**config.mk**
```make
export PLATFORM = sky130hd
export DESIGN_NAME = stereo_noise_gate_flat
export DESIGN_NICKNAME = d
export VERILOG_FILES = /design/src/sv/sng_pkg.sv /design/src/sv/sng_if.sv /design/src/sv/stereo_noise_gate.sv /design/src/sv/sng_regs.sv /design/src/sv/sng_datapath.sv /design/src/sv/sng_ctrl.sv /design/src/flat_wrapper.sv
export SDC_FILE = /design/constraint.sdc
export NUM_CORES = 2
export LEC_CHECK = 0
export ABC_AREA = 1
export ABC_CLOCK_PERIOD_IN_PS = 9600
export BUFFER_PORTS_ARGS = -buffer_cell sky130_fd_sc_hd__clkbuf_2
export CELL_PAD_IN_SITES_DETAIL_PLACEMENT = 0
export CELL_PAD_IN_SITES_GLOBAL_PLACEMENT = 1
export CORE_ASPECT_RATIO = 1.5
export CORE_MARGIN = 5
export CORE_UTILIZATION = 50
export CTS_CLUSTER_DIAMETER = 150
export DETAILED_ROUTE_END_ITERATION = 7
export PLACE_DENSITY_LB_ADDON = 0.1
export SYNTH_ARGS = -nofsm -noshare
export SYNTH_HDL_FRONTEND = slang
export SYNTH_SLANG_ARGS = --single-unit
```
**constraint.sdc**
```tcl
create_clock -name clk -period 9.6 [get_ports clk]
set_input_delay 2.88 -clock clk [delete_from_list [all_inputs] [get_ports clk]]
set_output_delay 2.88 -clock clk [all_outputs]
set_load 0.1 [all_outputs]
```
**src/sv/sng_pkg.sv**
```systemverilog
// ----------------------------------------------------------------------------
// Stereo noise gate package
// Widths, register indexes, reset values, the controller-to-datapath command
// and status types, and the rounding and saturation of the output mix.
// ----------------------------------------------------------------------------
package sng_pkg;

	localparam int SAMPLE_WIDTH = 16;
	localparam int COEF_WIDTH   = 16;

	localparam int THR_W      = 15;
	localparam int LEVEL_W    = 16;
	localparam int LEVEL_FRAC = 15;
	localparam int CFG_DATA_W = (COEF_WIDTH > LEVEL_W) ? COEF_WIDTH : LEVEL_W;
	localparam int CFG_IDX_W  = 3;

	localparam int GAIN_W   = COEF_WIDTH + 1;
	localparam int MAG_W    = SAMPLE_WIDTH;
	localparam int ENERGY_W = 2 * SAMPLE_WIDTH;
	localparam int TH_W     = SAMPLE_WIDTH - 1;
	localparam int TH_UP    = (SAMPLE_WIDTH >= 16) ? SAMPLE_WIDTH - 16 : 0;
	localparam int TH_DN    = (SAMPLE_WIDTH < 16) ? 16 - SAMPLE_WIDTH : 0;
	localparam int LIMIT_W  = 2 * TH_W + 1;
	localparam int STEP_W   = 2 * COEF_WIDTH + 2;
	localparam int WET_W    = GAIN_W + LEVEL_W;
	localparam int K_W      = WET_W + 2;
	localparam int MIX_W    = LEVEL_W + 2;

	localparam int MUL_W0 = (SAMPLE_WIDTH > GAIN_W) ? SAMPLE_WIDTH : GAIN_W;
	localparam int MUL_W  = ((MUL_W0 > MIX_W) ? MUL_W0 : MIX_W) + 1;
	localparam int PROD_W = 2 * MUL_W;

	localparam logic [GAIN_W-1:0] UNITY = GAIN_W'(1) << COEF_WIDTH;
	localparam logic signed [PROD_W-1:0] MIX_ROUND = PROD_W'(1) << (LEVEL_FRAC - 1);

	typedef logic [CFG_IDX_W-1:0] reg_idx_t;
	localparam reg_idx_t REG_THRESHOLD = 3'd0;
	localparam reg_idx_t REG_ATTACK    = 3'd1;
	localparam reg_idx_t REG_RELEASE   = 3'd2;
	localparam reg_idx_t REG_WET       = 3'd3;
	localparam reg_idx_t REG_DRY       = 3'd4;

	localparam logic [THR_W-1:0]      THRESHOLD_RST = THR_W'(1638);
	localparam logic [COEF_WIDTH-1:0] ATTACK_RST    = COEF_WIDTH'(65216);
	localparam logic [COEF_WIDTH-1:0] RELEASE_RST   = COEF_WIDTH'(65531);
	localparam logic [LEVEL_W-1:0]    WET_RST       = LEVEL_W'(32768);
	localparam logic [LEVEL_W-1:0]    DRY_RST       = LEVEL_W'(0);

	typedef logic [2:0] mul_sel_t;
	localparam mul_sel_t MS_THR     = 3'd0;
	localparam mul_sel_t MS_SQL     = 3'd1;
	localparam mul_sel_t MS_SQR     = 3'd2;
	localparam mul_sel_t MS_ATTACK  = 3'd3;
	localparam mul_sel_t MS_RELEASE = 3'd4;
	localparam mul_sel_t MS_WET     = 3'd5;
	localparam mul_sel_t MS_MIXL    = 3'd6;
	localparam mul_sel_t MS_MIXR    = 3'd7;

	typedef struct packed {
		logic [THR_W-1:0]      threshold;
		logic [COEF_WIDTH-1:0] attack_coef;
		logic [COEF_WIDTH-1:0] release_coef;
		logic [LEVEL_W-1:0]    wet_level;
		logic [LEVEL_W-1:0]    dry_level;
	} sng_cfg_t;

	typedef struct packed {
		logic     load_in;
		logic     mul_en;
		mul_sel_t mul_sel;
		logic     load_limit;
		logic     load_energy;
		logic     load_above;
		logic     load_gain;
		logic     load_mult;
		logic     load_left;
		logic     load_out;
	} sng_cmd_t;

	typedef struct packed {
		logic above;
	} sng_stat_t;

	function automatic logic signed [SAMPLE_WIDTH-1:0] sat_mix(
		input logic signed [PROD_W-1:0] p
	);
		logic signed [PROD_W-1:0] r;
		logic [PROD_W-SAMPLE_WIDTH:0] top;
		r   = (p + MIX_ROUND) >>> LEVEL_FRAC;
		top = r[PROD_W-1:SAMPLE_WIDTH-1];
		if (top == '0 || top == '1) begin
			return $signed(r[SAMPLE_WIDTH-1:0]);
		end else if (r[PROD_W-1]) begin
			return $signed({1'b1, {(SAMPLE_WIDTH-1){1'b0}}});
		end else begin
			return $signed({1'b0, {(SAMPLE_WIDTH-1){1'b1}}});
		end
	endfunction

endpackage

```
**src/sv/sng_if.sv**
```systemverilog
// ----------------------------------------------------------------------------
// Stereo noise gate channel interfaces
// Valid/ready channels for sample pairs, gated results and register writes.
// ----------------------------------------------------------------------------
interface sng_pair_if;
	logic                                    valid;
	logic                                    ready;
	logic signed [sng_pkg::SAMPLE_WIDTH-1:0] left_sample;
	logic signed [sng_pkg::SAMPLE_WIDTH-1:0] right_sample;

	modport source (output valid, output left_sample, output right_sample, input ready);
	modport sink (input valid, input left_sample, input right_sample, output ready);
endinterface

interface sng_out_if;
	logic                                    valid;
	logic                                    ready;
	logic signed [sng_pkg::SAMPLE_WIDTH-1:0] left_out;
	logic signed [sng_pkg::SAMPLE_WIDTH-1:0] right_out;

	modport source (output valid, output left_out, output right_out, input ready);
	modport sink (input valid, input left_out, input right_out, output ready);
endinterface

interface sng_cfg_if;
	logic                                  valid;
	logic                                  ready;
	logic [sng_pkg::CFG_IDX_W-1:0]         index;
	logic [sng_pkg::CFG_DATA_W-1:0]        data;

	modport source (output valid, output index, output data, input ready);
	modport sink (input valid, input index, input data, output ready);
endinterface

```
**src/sv/stereo_noise_gate.sv**
```systemverilog
// ----------------------------------------------------------------------------
// Stereo noise gate
// Attack/release noise gate with wet/dry mix on Q1.15 stereo sample pairs.
// ----------------------------------------------------------------------------
// A sample pair passes from its transaction on the input to the result standing
// in the output register, and the next pair is accepted in the cycle after
// that. The pair is sequenced through a single shared 19 x 19 signed
// multiplier, which forms seven products per pair in turn (threshold square,
// two channel squares, gain step, wet gain, two channel mixes) around the
// level compare and the gain update. A finished result waits in the output
// register without blocking the next input transaction; only when the next
// result is also finished does the controller hold it and stop taking input.
// Registers are written through the configuration channel, which is always
// ready, and should be written only while no pair is in flight.
module stereo_noise_gate (
	input  logic      clk,
	input  logic      arst_n,
	sng_pair_if.sink  samples,
	sng_out_if.source results,
	sng_cfg_if.sink   cfg
);
	import sng_pkg::*;

	sng_cfg_t  regs;
	sng_cmd_t  cmd;
	sng_stat_t stat;

	sng_regs u_regs (
		.clk    (clk),
		.arst_n (arst_n),
		.cfg    (cfg),
		.regs   (regs)
	);

	sng_ctrl u_ctrl (
		.clk       (clk),
		.arst_n    (arst_n),
		.in_valid  (samples.valid),
		.in_ready  (samples.ready),
		.out_valid (results.valid),
		.out_ready (results.ready),
		.stat      (stat),
		.cmd       (cmd)
	);

	sng_datapath u_datapath (
		.clk       (clk),
		.arst_n    (arst_n),
		.cmd       (cmd),
		.regs      (regs),
		.in_left   (samples.left_sample),
		.in_right  (samples.right_sample),
		.stat      (stat),
		.left_out  (results.left_out),
		.right_out (results.right_out)
	);

endmodule

```
**src/sv/sng_regs.sv**
```systemverilog
// ----------------------------------------------------------------------------
// Stereo noise gate register file
// Holds threshold, attack and release coefficients and the wet and dry levels.
// ----------------------------------------------------------------------------
module sng_regs (
	input  logic              clk,
	input  logic              arst_n,
	sng_cfg_if.sink           cfg,
	output sng_pkg::sng_cfg_t regs
);
	import sng_pkg::*;

	sng_cfg_t regs_q;

	assign cfg.ready = 1'b1;
	assign regs      = regs_q;

	always_ff @(posedge clk or negedge arst_n) begin
		if (!arst_n) begin
			regs_q.threshold    <= THRESHOLD_RST;
			regs_q.attack_coef  <= ATTACK_RST;
			regs_q.release_coef <= RELEASE_RST;
			regs_q.wet_level    <= WET_RST;
			regs_q.dry_level    <= DRY_RST;
		end else if (cfg.valid) begin
			case (cfg.index)
				REG_THRESHOLD: regs_q.threshold    <= cfg.data[THR_W-1:0];
				REG_ATTACK:    regs_q.attack_coef  <= cfg.data[COEF_WIDTH-1:0];
				REG_RELEASE:   regs_q.release_coef <= cfg.data[COEF_WIDTH-1:0];
				REG_WET:       regs_q.wet_level    <= cfg.data[LEVEL_W-1:0];
				REG_DRY:       regs_q.dry_level    <= cfg.data[LEVEL_W-1:0];
				default: begin
				end
			endcase
		end
	end

endmodule

```
**src/sv/sng_datapath.sv**
```systemverilog
// ----------------------------------------------------------------------------
// Stereo noise gate datapath
// One shared signed multiplier with its product register, the level compare,
// the gain state, the mix factor and the output registers.
// ----------------------------------------------------------------------------
module sng_datapath (
	input  logic                                    clk,
	input  logic                                    arst_n,
	input  sng_pkg::sng_cmd_t                       cmd,
	input  sng_pkg::sng_cfg_t                       regs,
	input  logic signed [sng_pkg::SAMPLE_WIDTH-1:0] in_left,
	input  logic signed [sng_pkg::SAMPLE_WIDTH-1:0] in_right,
	output sng_pkg::sng_stat_t                      stat,
	output logic signed [sng_pkg::SAMPLE_WIDTH-1:0] left_out,
	output logic signed [sng_pkg::SAMPLE_WIDTH-1:0] right_out
);
	import sng_pkg::*;

	logic signed [SAMPLE_WIDTH-1:0] left_q, right_q;
	logic signed [SAMPLE_WIDTH-1:0] left_res_q, left_out_q, right_out_q;
	logic signed [PROD_W-1:0]       prod_q, prod;
	logic signed [MUL_W-1:0]        mul_a, mul_b;
	logic [LIMIT_W-1:0]             limit_q;
	logic [ENERGY_W-1:0]            energy_q, energy_sum;
	logic                           above_q;
	logic [GAIN_W-1:0]              gain_q, gain_next;
	logic [MIX_W-1:0]               mult_q, mult_next;
	logic [MAG_W-1:0]               mag_l, mag_r;
	logic [THR_W+TH_UP-1:0]         th_wide;
	logic [TH_W-1:0]                th;
	logic [STEP_W-1:0]              step_up;
	logic [GAIN_W:0]                gain_sum;
	logic [K_W-1:0]                 k_full;

	assign mag_l   = left_q[SAMPLE_WIDTH-1] ? $unsigned(-left_q) : $unsigned(left_q);
	assign mag_r   = right_q[SAMPLE_WIDTH-1] ? $unsigned(-right_q) : $unsigned(right_q);
	assign th_wide = (THR_W + TH_UP)'(regs.threshold) << TH_UP;
	assign th      = TH_W'(th_wide >> TH_DN);

	always_comb begin
		case (cmd.mul_sel)
			MS_THR: begin
				mul_a = MUL_W'(th);
				mul_b = MUL_W'(th);
			end
			MS_SQL: begin
				mul_a = MUL_W'(mag_l);
				mul_b = MUL_W'(mag_l);
			end
			MS_SQR: begin
				mul_a = MUL_W'(mag_r);
				mul_b = MUL_W'(mag_r);
			end
			MS_ATTACK: begin
				mul_a = MUL_W'(UNITY - gain_q);
				mul_b = MUL_W'(UNITY - GAIN_W'(regs.attack_coef));
			end
			MS_RELEASE: begin
				mul_a = MUL_W'(gain_q);
				mul_b = MUL_W'(regs.release_coef);
			end
			MS_WET: begin
				mul_a = MUL_W'(gain_q);
				mul_b = MUL_W'(regs.wet_level);
			end
			MS_MIXL: begin
				mul_a = MUL_W'(left_q);
				mul_b = MUL_W'(mult_q);
			end
			MS_MIXR: begin
				mul_a = MUL_W'(right_q);
				mul_b = MUL_W'(mult_q);
			end
			default: begin
				mul_a = '0;
				mul_b = '0;
			end
		endcase
	end

	assign prod = mul_a * mul_b;

	assign energy_sum = energy_q + prod_q[ENERGY_W-1:0];

	// The attack step is rounded up, the release product is truncated.
	assign step_up = STEP_W'(prod_q[2*COEF_WIDTH:0]) + STEP_W'(UNITY - 1'b1);
	always_comb begin
		if (above_q) begin
			gain_sum = (GAIN_W + 1)'(gain_q) + step_up[STEP_W-1:COEF_WIDTH];
		end else begin
			gain_sum = (GAIN_W + 1)'(prod_q[2*COEF_WIDTH:COEF_WIDTH]);
		end
		if (gain_sum > (GAIN_W + 1)'(UNITY)) begin
			gain_next = UNITY;
		end else begin
			gain_next = gain_sum[GAIN_W-1:0];
		end
	end

	// Gain times wet level times 1.5, back to Q.15 with rounding half up.
	assign k_full    = K_W'(prod_q[WET_W-1:0]) + K_W'({prod_q[WET_W-1:0], 1'b0}) + K_W'(UNITY);
	assign mult_next = k_full[K_W-1:COEF_WIDTH+1] + MIX_W'(regs.dry_level);

	always_ff @(posedge clk) begin
		if (cmd.load_in) begin
			left_q  <= in_left;
			right_q <= in_right;
		end
		if (cmd.mul_en) begin
			prod_q <= prod;
		end
		if (cmd.load_limit) begin
			limit_q <= {prod_q[2*TH_W-1:0], 1'b0};
		end
		if (cmd.load_energy) begin
			energy_q <= prod_q[ENERGY_W-1:0];
		end
		if (cmd.load_above) begin
			above_q <= energy_sum > ENERGY_W'(limit_q);
		end
		if (cmd.load_mult) begin
			mult_q <= mult_next;
		end
		if (cmd.load_left) begin
			left_res_q <= sat_mix(prod_q);
		end
		if (cmd.load_out) begin
			left_out_q  <= left_res_q;
			right_out_q <= sat_mix(prod_q);
		end
	end

	always_ff @(posedge clk or negedge arst_n) begin
		if (!arst_n) begin
			gain_q <= '0;
		end else if (cmd.load_gain) begin
			gain_q <= gain_next;
		end
	end

	assign stat.above = above_q;
	assign left_out   = left_out_q;
	assign right_out  = right_out_q;

endmodule

```
**src/sv/sng_ctrl.sv**
```systemverilog
// ----------------------------------------------------------------------------
// Stereo noise gate controller
// Sequences one sample pair through the shared multiplier and owns the
// input and output handshakes.
// ----------------------------------------------------------------------------
module sng_ctrl (
	input  logic               clk,
	input  logic               arst_n,
	input  logic               in_valid,
	output logic               in_ready,
	output logic               out_valid,
	input  logic               out_ready,
	input  sng_pkg::sng_stat_t stat,
	output sng_pkg::sng_cmd_t  cmd
);
	import sng_pkg::*;

	localparam logic [3:0] ST_IDLE = 4'd0;
	localparam logic [3:0] ST_THR  = 4'd1;
	localparam logic [3:0] ST_SQL  = 4'd2;
	localparam logic [3:0] ST_SQR  = 4'd3;
	localparam logic [3:0] ST_CMP  = 4'd4;
	localparam logic [3:0] ST_GAIN = 4'd5;
	localparam logic [3:0] ST_GUPD = 4'd6;
	localparam logic [3:0] ST_WET  = 4'd7;
	localparam logic [3:0] ST_MULT = 4'd8;
	localparam logic [3:0] ST_MIXL = 4'd9;
	localparam logic [3:0] ST_MIXR = 4'd10;
	localparam logic [3:0] ST_DONE = 4'd11;

	logic [3:0] state_q, state_next;
	logic       out_valid_q;
	logic       out_free;

	assign out_free  = !out_valid_q || out_ready;
	assign in_ready  = (state_q == ST_IDLE);
	assign out_valid = out_valid_q;

	always_comb begin
		cmd        = '0;
		state_next = state_q;
		case (state_q)
			ST_IDLE: begin
				cmd.load_in = in_valid;
				if (in_valid) begin
					state_next = ST_THR;
				end
			end
			ST_THR: begin
				cmd.mul_en  = 1'b1;
				cmd.mul_sel = MS_THR;
				state_next  = ST_SQL;
			end
			ST_SQL: begin
				cmd.mul_en     = 1'b1;
				cmd.mul_sel    = MS_SQL;
				cmd.load_limit = 1'b1;
				state_next     = ST_SQR;
			end
			ST_SQR: begin
				cmd.mul_en      = 1'b1;
				cmd.mul_sel     = MS_SQR;
				cmd.load_energy = 1'b1;
				state_next      = ST_CMP;
			end
			ST_CMP: begin
				cmd.load_above = 1'b1;
				state_next     = ST_GAIN;
			end
			ST_GAIN: begin
				cmd.mul_en  = 1'b1;
				cmd.mul_sel = stat.above ? MS_ATTACK : MS_RELEASE;
				state_next  = ST_GUPD;
			end
			ST_GUPD: begin
				cmd.load_gain = 1'b1;
				state_next    = ST_WET;
			end
			ST_WET: begin
				cmd.mul_en  = 1'b1;
				cmd.mul_sel = MS_WET;
				state_next  = ST_MULT;
			end
			ST_MULT: begin
				cmd.load_mult = 1'b1;
				state_next    = ST_MIXL;
			end
			ST_MIXL: begin
				cmd.mul_en  = 1'b1;
				cmd.mul_sel = MS_MIXL;
				state_next  = ST_MIXR;
			end
			ST_MIXR: begin
				cmd.mul_en    = 1'b1;
				cmd.mul_sel   = MS_MIXR;
				cmd.load_left = 1'b1;
				state_next    = ST_DONE;
			end
			ST_DONE: begin
				cmd.load_out = out_free;
				if (out_free) begin
					state_next = ST_IDLE;
				end
			end
			default: begin
				state_next = ST_IDLE;
			end
		endcase
	end

	always_ff @(posedge clk or negedge arst_n) begin
		if (!arst_n) begin
			state_q     <= ST_IDLE;
			out_valid_q <= 1'b0;
		end else begin
			state_q <= state_next;
			if (cmd.load_out) begin
				out_valid_q <= 1'b1;
			end else if (out_ready) begin
				out_valid_q <= 1'b0;
			end
		end
	end

endmodule

```
**src/flat_wrapper.sv**
```systemverilog
// flat-port wrapper written by rule: the top's interface ports become plain ports
module stereo_noise_gate_flat import sng_pkg::*;
  (clk, arst_n, samples_valid, samples_left_sample, samples_right_sample, samples_ready, results_valid, results_left_out, results_right_out, results_ready, cfg_valid, cfg_index, cfg_data, cfg_ready);
  sng_pair_if samples_i ();
  sng_out_if results_i ();
  sng_cfg_if cfg_i ();
  input  logic clk;
  input  logic arst_n;
  input wire logic [$bits(samples_i.valid)-1:0] samples_valid;
  input wire logic [$bits(samples_i.left_sample)-1:0] samples_left_sample;
  input wire logic [$bits(samples_i.right_sample)-1:0] samples_right_sample;
  output wire logic [$bits(samples_i.ready)-1:0] samples_ready;
  output wire logic [$bits(results_i.valid)-1:0] results_valid;
  output wire logic [$bits(results_i.left_out)-1:0] results_left_out;
  output wire logic [$bits(results_i.right_out)-1:0] results_right_out;
  input wire logic [$bits(results_i.ready)-1:0] results_ready;
  input wire logic [$bits(cfg_i.valid)-1:0] cfg_valid;
  input wire logic [$bits(cfg_i.index)-1:0] cfg_index;
  input wire logic [$bits(cfg_i.data)-1:0] cfg_data;
  output wire logic [$bits(cfg_i.ready)-1:0] cfg_ready;
  assign samples_i.valid = samples_valid;
  assign samples_i.left_sample = samples_left_sample;
  assign samples_i.right_sample = samples_right_sample;
  assign samples_ready = samples_i.ready;
  assign results_valid = results_i.valid;
  assign results_left_out = results_i.left_out;
  assign results_right_out = results_i.right_out;
  assign results_i.ready = results_ready;
  assign cfg_i.valid = cfg_valid;
  assign cfg_i.index = cfg_index;
  assign cfg_i.data = cfg_data;
  assign cfg_ready = cfg_i.ready;
  stereo_noise_gate u_core (.clk(clk), .arst_n(arst_n), .samples(samples_i), .results(results_i), .cfg(cfg_i));
endmodule
```
==> impl_metrics.ini <==
[outcome]
status = complete, no violations

[yosys]
syn_area_um2 = 33240
synth-xor-area-share_pct = 3.557
yosys.area_share.simple_pct = 20.09
synth.avg_cell_area_um2 = 8.268
async_flop_share_pct = 33.67
yosysSeqAreaShare_pct = 25.69
yosys_warnings = 0
synth_ff_type = edfxtp_1
synth_top_family_by_area = adder cells
syn_nets = 4695
syn_inst = 4021
synth_seq_cells = 300
synth_edf_count = 199
yosysUniqueCellTypes = 71
synth_compound_area_share_pct = 8.946
synthMuxAreaShare_pct = 0
synthAdderAreaFrac_pct = 30.94

[setup_path]
r2r_setup_slack_ns = 1.08
cp.buffers_inverters = 8
crit_slowest_cell = fa_1
max_stage_delay_ns = 0.92
cp_max_fo = 43
r2r-start = u_core.u_ctrl.state_q[2]
critPathLaunch = u_core.u_ctrl.state_q[2]
cpLargestDelayFamily = adder cells
crit_top_cell = inv_1
startpoint_type = register
arrival_ns = 8.87
worstPathRequired_ns = 9.95
endpoint_kind = register
crit_type = reg2reg
regToRegEndpoint = u_core.u_datapath.prod_q[34]
r2r_cells = 28

[placed_design]
dpl_cell_area_um2 = 34540
dp_hpwl_um = 91110
gp_congestion = 0.9569
numPortBuffers = 89
dp_cells = 4939

[final_layout]
final_nets = 4769
layout-area-overhead-vs-synth_pct = 6.963
regArea_um2 = 8542
layout_common_cells = nand2_1 (832), inv_1 (805), nor2_1 (357)
final_cell_area_um2 = 35560
multiInputGateArea_um2 = 21150
stdcell_count = 4999
drive_gt1_share_pct = 7.816
fill_cells = 6513
mostFrequentLayoutCell = nand2_1

[routing]
drt_iter0_markers = 1884
drc = 0
drtPass1Iterations = 7
via_per_inst = 5.418
drt-total-wl_um = 109100
wl_per_cell_um = 21.82
final_antenna_net_count = 0
vias = 27080

[sta]
finalCriticalPeriod_ns = 8.522
slew_viol_final = 0
rsz0062_at_grt = no
setup_viol = 0
fin_setup_tns_ns = 0
fmax_ghz = 0.1173
slew_headroom_pct = 19.26
holdWs_ns = 0.4208
worst_pin_slew_ns = 1.208
period_share_pct = 88.77
hold_viol_final = 0
skew_ns = 0.01120

[grt]
grt_first_pass_wirelength_um = 165400
grtUsageTotal_pct = 30.36
antenna_found_initial = 0
grt_pass1_vias = 27410
grt_max_degree = 55
overflow = 0

[clock_tree]
cts-resized-gates = 0
cts_hold_buf = 0
cts.reportedPaths.clkPinSlew_ns = 0.06
cts.sinks = 300
numCtsBuffers = 31
clock_latency_ns = 0.62
cts_buffer_depth = 3
cts_tree = yes
cts_root_buffer = clkbuf_16
cts_max_level = 1
post_cts_buffers = 0

[floorplanning]
io_pins = 91
die_h_um = 325.8
placementRows = 115
coreArea_um2 = 65760
initial_utilization_pct = 50.56
die_w_um = 220.5
die_area_um2 = 71850

[hold_path]
worst_hold_path.num_cells = 0
worstHoldStart = u_core.u_datapath.left_res_q[1]
whs_endpoint = u_core.u_datapath.left_out[1]
min_path_type = reg2reg

[flow_run]
maxCapViolations = 0
[state kept, by name, indices dropped and copies added (netlist names)]
register                      count
u_core.u_ctrl.out_valid           1
u_core.u_ctrl.state_q             4
u_core.u_datapath.energy_q       32
u_core.u_datapath.gain_q         17
u_core.u_datapath.left_out       16
u_core.u_datapath.left_q         16
u_core.u_datapath.left_res_q     16
u_core.u_datapath.limit_q        30
u_core.u_datapath.mult_q         18
u_core.u_datapath.prod_q         38
u_core.u_datapath.right_out      16
u_core.u_datapath.right_q        16
u_core.u_datapath.stat            1
u_core.u_regs.regs               79
[per-layer routing]
metal	GRT usage (%)	vias up	part of all wire, %
met2	55.16	804	52
met5	0	-	0
met3	2.536	213	4.5
met4	12.65	0	5.2
li1	-	12840	-
met1	36.69	13220	38
[stage by stage]
stage,utilization [%],setup slack (ns)
final,54.08,1.078
after global routing,54.07,0.3255
after CTS,54.07,1.022
after detailed placement,52.52,1.064
after global placement,52.52,1.168
after floorplan,-,2.264
[Yosys cell counts, types with 17 or more instances]
cell        n  share of area (%)
dfrtp_1    70                5.3
nor2_1    358                4.0
o21a_1     17               0.38
nor3_1     36               0.54
nand4_1    40               0.75
a21oi_1   184                2.8
fa_1      340                 20
a21o_1     21               0.47
xnor2_1    44                1.2
edfxtp_1  199                 18
inv_1     805                9.1
ha_1      278                 10
o21ai_0   185                2.8
xor2_1     91                2.4
nand2_1   832                9.4
dfstp_2    31                2.5
nand3_1   179                2.7
inv_2      32               0.36
clkbuf_1   19               0.21
[logic make-up after synthesis]
group | count (synthesis)
simple gates | 1550
buf+inv | 907
fa+ha+maj | 618
compound gates | 510
flops | 300
xor+xnor | 135
other cells | 1
[worst max-delay path by stage]
stage	end	cells after the start	slack, ns
4_1_cts	u_core.u_datapath.prod_q[34]	30	1.02
3_3_place_gp	u_core.u_datapath.prod_q[36]	33	1.17
2_1_floorplan	u_core.u_datapath.prod_q[33]	32	2.26
3_5_place_dp	u_core.u_datapath.prod_q[34]	30	1.06
5_1_grt	u_core.u_datapath.prod_q[36]	31	0.33
6_report	u_core.u_datapath.prod_q[34]	28	1.08
[final cells by class]
type,instances,area share (%)
repair buffers,107,1.640
well taps,877,3.086
multi-input cells,2814,59.48
clock inverters,23,0.6334
flip-flops and latches,300,24.02
inverters,841,8.906
diodes,2,0.01407
clock buffers,35,2.224
Power is left out: the tool's default activity adds up to more than one toggle a clock period on the data nets, which glitch-free logic cannot reach.
